===== src/rtl/cbpe_pkg.sv =====
// shared constants for the cubic bezier point evaluator
package cbpe_pkg;

  localparam int COORD_WIDTH_DEF = 16;
  localparam int T_FRAC_BITS_DEF = 16;

  localparam int NUM_POINTS = 4;
  localparam int NUM_AXES   = 2;
  localparam int NUM_REGS   = NUM_POINTS * NUM_AXES;
  localparam int CFG_IDX_W  = $clog2(NUM_REGS);

  localparam int AXIS_X = 0;
  localparam int AXIS_Y = 1;

endpackage


===== src/rtl/cbpe_weight.sv =====
// two-stage pipeline that forms the four bernstein weights from t
module cbpe_weight
  import cbpe_pkg::*;
#(
  parameter int T_FRAC_BITS = T_FRAC_BITS_DEF
) (
  input  logic                   clk_i,
  input  logic                   rst_ni,
  input  logic                   in_valid_i,
  output logic                   in_ready_o,
  input  logic [T_FRAC_BITS:0]   param_t_i,
  output logic                   out_valid_o,
  input  logic                   out_ready_i,
  output logic [T_FRAC_BITS:0]   weight_o [NUM_POINTS]
);

  localparam int TW  = T_FRAC_BITS + 1;
  localparam int PW  = 2 * TW;
  localparam int PW3 = PW + 2;
  localparam logic [TW-1:0]  ONE   = TW'(1) << T_FRAC_BITS;
  localparam logic [PW-1:0]  HALF  = PW'(1) << (T_FRAC_BITS - 1);
  localparam logic [PW3-1:0] HALF3 = PW3'(1) << (T_FRAC_BITS - 1);

  logic          valid_a_q, valid_b_q;
  logic          ready_a, ready_b;
  logic [TW-1:0] t_clamp, u_val;
  logic [PW-1:0] tt_full, uu_full;
  logic [TW-1:0] t_q, u_q, tt_q, uu_q;
  logic [PW-1:0] p_uuu, p_uut, p_ttu, p_ttt;
  logic [PW-1:0] w0_full, w3_full;
  logic [PW3-1:0] w1_full, w2_full;
  logic [TW-1:0] w_d [NUM_POINTS];
  logic [TW-1:0] w_q [NUM_POINTS];

  assign ready_b    = ~valid_b_q | out_ready_i;
  assign ready_a    = ~valid_a_q | ready_b;
  assign in_ready_o = ready_a;

  // stage a: clamp, complement, squares
  always_comb begin
    t_clamp = (param_t_i > ONE) ? ONE : param_t_i;
    u_val   = ONE - t_clamp;
    tt_full = PW'(t_clamp) * PW'(t_clamp) + HALF;
    uu_full = PW'(u_val) * PW'(u_val) + HALF;
  end

  // stage b: cubic terms
  always_comb begin
    p_uuu   = PW'(uu_q) * PW'(u_q);
    p_uut   = PW'(uu_q) * PW'(t_q);
    p_ttu   = PW'(tt_q) * PW'(u_q);
    p_ttt   = PW'(tt_q) * PW'(t_q);
    w0_full = p_uuu + HALF;
    w3_full = p_ttt + HALF;
    w1_full = (PW3'(p_uut) << 1) + PW3'(p_uut) + HALF3;
    w2_full = (PW3'(p_ttu) << 1) + PW3'(p_ttu) + HALF3;
    w_d[0]  = TW'(w0_full >> T_FRAC_BITS);
    w_d[1]  = TW'(w1_full >> T_FRAC_BITS);
    w_d[2]  = TW'(w2_full >> T_FRAC_BITS);
    w_d[3]  = TW'(w3_full >> T_FRAC_BITS);
  end

  always_ff @(posedge clk_i or negedge rst_ni) begin
    if (!rst_ni) begin
      valid_a_q <= 1'b0;
      valid_b_q <= 1'b0;
    end else begin
      if (ready_a) begin
        valid_a_q <= in_valid_i;
      end
      if (ready_b) begin
        valid_b_q <= valid_a_q;
      end
    end
  end

  always_ff @(posedge clk_i) begin
    if (ready_a && in_valid_i) begin
      t_q  <= t_clamp;
      u_q  <= u_val;
      tt_q <= TW'(tt_full >> T_FRAC_BITS);
      uu_q <= TW'(uu_full >> T_FRAC_BITS);
    end
    if (ready_b && valid_a_q) begin
      w_q <= w_d;
    end
  end

  assign out_valid_o = valid_b_q;
  assign weight_o    = w_q;

endmodule


===== config.mk =====
export PLATFORM = sky130hd
export DESIGN_NAME = cbpe_weight
export DESIGN_NICKNAME = d
export VERILOG_FILES = /design/src/rtl/cbpe_pkg.sv /design/src/rtl/cbpe_weight.sv
export SDC_FILE = /design/constraint.sdc
export NUM_CORES = 2
export LEC_CHECK = 0
export BUFFER_PORTS_ARGS = -buffer_cell sky130_fd_sc_hd__buf_4
export CAP_MARGIN = 20
export CORE_MARGIN = 10
export CORE_UTILIZATION = 55
export CTS_BUF_LIST = sky130_fd_sc_hd__clkbuf_2
export DETAILED_ROUTE_END_ITERATION = 10
export PLACE_DENSITY = 0.67
export SYNTH_ARGS = -nofsm -noshare
export SYNTH_HDL_FRONTEND = slang
export SYNTH_SLANG_ARGS = --single-unit

===== constraint.sdc =====
create_clock -name clk_i -period 10.6 [get_ports clk_i]
set_clock_uncertainty 0.15 [all_clocks]
set_input_delay 3.18 -clock clk_i [delete_from_list [all_inputs] [get_ports clk_i]]
set_output_delay 3.18 -clock clk_i [all_outputs]
set_load 0.1 [all_outputs]

==> results.py <==
metrics = {
    "detailed_routing": {
        "routed-wl-met3_um": 7863,
        "m1WireLength_um": 62440,
        "firstDrtPassIters": 5,
        "ant_nets": 0,
        "viasPerCell": 5.244,
        "vias": 42320,
        "wl_met2_um": 70380,
        "wirelength_um": 144400,
        "wl_per_cell_um": 17.89,
        "first_iter_violations": 2268,
        "top_layer": "met5",
        "drc_errors": 0,
    },
    "critical_path": {
        "r2r_end": "weight_o[33]$_DFFE_PP_",
        "startpoint": "param_t_i[4]",
        "critPathLaunchType": "input pin",
        "critPathKind": "in2reg",
        "worstRegToRegCells": 30,
        "r2r_start": "tt_q[7]$_DFFE_PP_",
        "arrival_ns": 10.85,
        "endpoint_kind": "register",
        "critPathSlowestCell": "fa_1",
        "reg2reg_setup_slack_ns": 0.93,
        "cp_slowest_stage_delay_ns": 0.54,
        "crit_fanout": 8,
        "critPathRequiredTime_ns": 11.35,
    },
    "clock_tree": {
        "cts_sinks": 137,
        "postCtsSetupBuffers": 0,
        "htree_levels": 4,
        "clk_pin_slew_ns": 0.31,
        "cts_tree": "built",
        "clk_latency_ns": 1.13,
        "cts_made_buffers": 17,
        "clockBufferDepth": 2,
        "root_buffer": "clkbuf_2",
        "cts_resized": 0,
        "cts_hold_buf": 0,
    },
    "cells_and_area": {
        "final_nets": 8716,
        "areaGrowthSynthToFinish_pct": 7.884,
        "num-fill-cells": 9403,
        "drive_gt1_share_pct": 7.953,
    },
    "timing": {
        "rsz0062_at_grt": "false",
        "finalMaxSlewViolations": 0,
        "finalSetupViolations": 0,
        "slew_headroom_pct": 22.85,
        "clock.fmax_mhz": 98.99,
        "holdWs_ns": 0.3937,
        "min_period_over_period_pct": 95.30,
        "tightest_slew_ns": 1.157,
        "hold_viol_final": 0,
        "finalCriticalPeriod_ns": 10.10,
    },
    "logic_synthesis": {
        "synthFlopType": "edfxtp_1",
        "synth_cell_types": 74,
        "synth_area_um2": 59080,
        "ys_seq_elements": 137,
        "synthTopCellsByArea": "fa_1, ha_1, inv_1, edfxtp_1, and2_1",
        "syn_inst": 6436,
        "ys_seq_area_share_pct": 6.946,
        "yosys_warnings": 0,
        "synth_edf_count": 135,
        "synth_largest_area_cell": "fa_1",
        "synthArstFlopShare_pct": 1.460,
        "yosys.area.top_type_share_pct": 43.30,
        "synth_area_per_cell_um2": 9.180,
    },
    "floorplan": {
        "die_h_um": 347.8,
        "rows": 120,
        "dieArea_um2": 120900,
        "coreArea_um2": 106900,
        "io_pins": 91,
        "fp.dieW_um": 347.8,
        "start_util_pct": 55.27,
    },
    "global_route": {
        "overflow": 0,
        "grt_pass1_vias": 46370,
        "grt_max_degree": 58,
        "track_usage_pct": 24.88,
        "grt_pass1_wl_um": 241700,
        "grt_antenna_before_repair": 4,
    },
    "job": {
        "max_cap_violations": 0,
    },
    "hold_path": {
        "hold_class": "reg2reg",
        "hold_path_depth": 1,
        "holdPathEnd": "out_valid_o$_DFFE_PN0P_",
        "min_from": "valid_a_q$_DFFE_PN0N_",
    },
    "placement": {
        "place_hpwl_um": 120500,
        "portBuffers": 90,
        "place_congestion": 0.9236,
    },
    "outcome": {
        "outcome": "completed",
    },
}
[final cells by class]
class	count	area, µm²	area share [%]
Multi-Input combinational cell	4368	47970	75.26
Inverter	1703	6405	10.05
Sequential cell	137	4104	6.439
Clock inverter	15	191.4	0.3003
Tap cell	1403	1755	2.754
Timing Repair Buffer	424	3221	5.053
Clock buffer	17	85.08	0.1335
Antenna cell	3	7.507	0.01178
[metrics by stage]
step | std cells | area (µm²) | utilization [%] | worst slack (ns) | setup TNS [ns]
final | 8070 | 63740 | 59.62 | 0.4980 | 0
after floorplan | 6458 | 59500 | - | -0.2375 | -0.5434
after global routing | 8069 | 63740 | 59.62 | 0.1905 | 0
after CTS | 8067 | 63730 | 59.62 | 0.6480 | 0
after global placement | 8035 | 63460 | 59.36 | -0.5415 | -3.717
after detailed placement | 8035 | 63460 | 59.36 | -0.6840 | -5.737
[routing by layer]
| metal | track usage, % | vias up |
|---|---|---|
| met5 | 0 | - |
| met4 | 6.422 | 2 |
| met3 | 3.128 | 205 |
| met2 | 42.89 | 1065 |
| met1 | 33.03 | 21570 |
| li1 | - | 19480 |
[worst max-delay path by stage]
stage          cells after the start            endpoint  slack, ns
6_report                          31  uu_q[16]$_DFFE_PP_       0.50
2_1_floorplan                     33  uu_q[16]$_DFFE_PP_      -0.24
3_5_place_dp                      31  uu_q[16]$_DFFE_PP_      -0.68
5_1_grt                           33  tt_q[16]$_DFFE_PP_       0.19
4_1_cts                           31  uu_q[16]$_DFFE_PP_       0.65
3_3_place_gp                      32  uu_q[16]$_DFFE_PP_      -0.54
[cells in the final DEF (no fill, tap or decap), types with 9 or more instances in the layout]
master    synthesis  routed
ha_1            766     759
nand2_1         816     806
a211oi_1         16      16
o21ai_0          48      48
nand2b_1         26      26
inv_1          1688    1687
nand2_2           0       9
nand3_1          31      29
nor3_1           35      34
nor2b_1          24      23
edfxtp_1        135     135
and2_1          506     502
o21ai_1          16      12
o211ai_1         15      15
o21bai_1         16      15
xnor2_1         133     131
nand4_1          14      14
buf_4             1     421
a31oi_1          12      11
a21oi_1         104     102
fa_1           1278    1273
conb_1            2      24
xor2_1           50      50
nor2_1          215     212
clkbuf_2          0      17
o21a_1           26      26
a21o_1           70      70
and3_1           22      22
[cell usage after synthesis (all sizes together) (3+ instances only)]
library cell,count
a2111oi,3
nand3,31
xor2,50
xnor2,133
and4,4
nand2,816
a21o,70
nand2b,26
clkbuf,237
ha,766
o31ai,4
nor2b,24
or3,10
fa,1278
and3,22
a41oi,4
o31a,6
o21bai,16
a311oi,3
nor3,35
a31oi,13
clkinv,8
nand4,14
edfxtp,135
a21oi,105
and4b,3
a211oi,16
nor4,5
o21a,26
buf,13
o211ai,15
or4,3
or2,4
o21ai,64
a221o,8
a221oi,6
and2,506
o41ai,6
nor2,215
o22a,4
inv,1695
a31o,5
[sequential cells by signal (all words and copies together), names as in the netlist]
name and cells:
valid_a_q 1, t_q 17, tt_q 17, weight_o 68, uu_q 17, u_q 16, out_valid_o 1
[cells by family after synthesis]
kind of cell / Yosys count / synth area share (%)
compound gates: 392 / 4.498
mux: 2 / 0.03389
xor+xnor: 184 / 2.751
flops: 137 / 6.946
other cells: 2 / 0.01271
buf+inv: 1953 / 12.44
fa+ha+maj: 2044 / 59.53
simple gates: 1722 / 13.79
[critical path, delay by kind of cell]
kind,cells,cell delay [ns]
adders and majority gates,7,3.07
xor gates and xnor gates,2,0.15
AOI/OAI and AO/OA,7,1.78
buffers and inverters,7,0.70
and+or+nand+nor,8,1.94
Power is not shown: default switching activity piles up to over one toggle a cycle in this logic, so the estimate is an artifact.
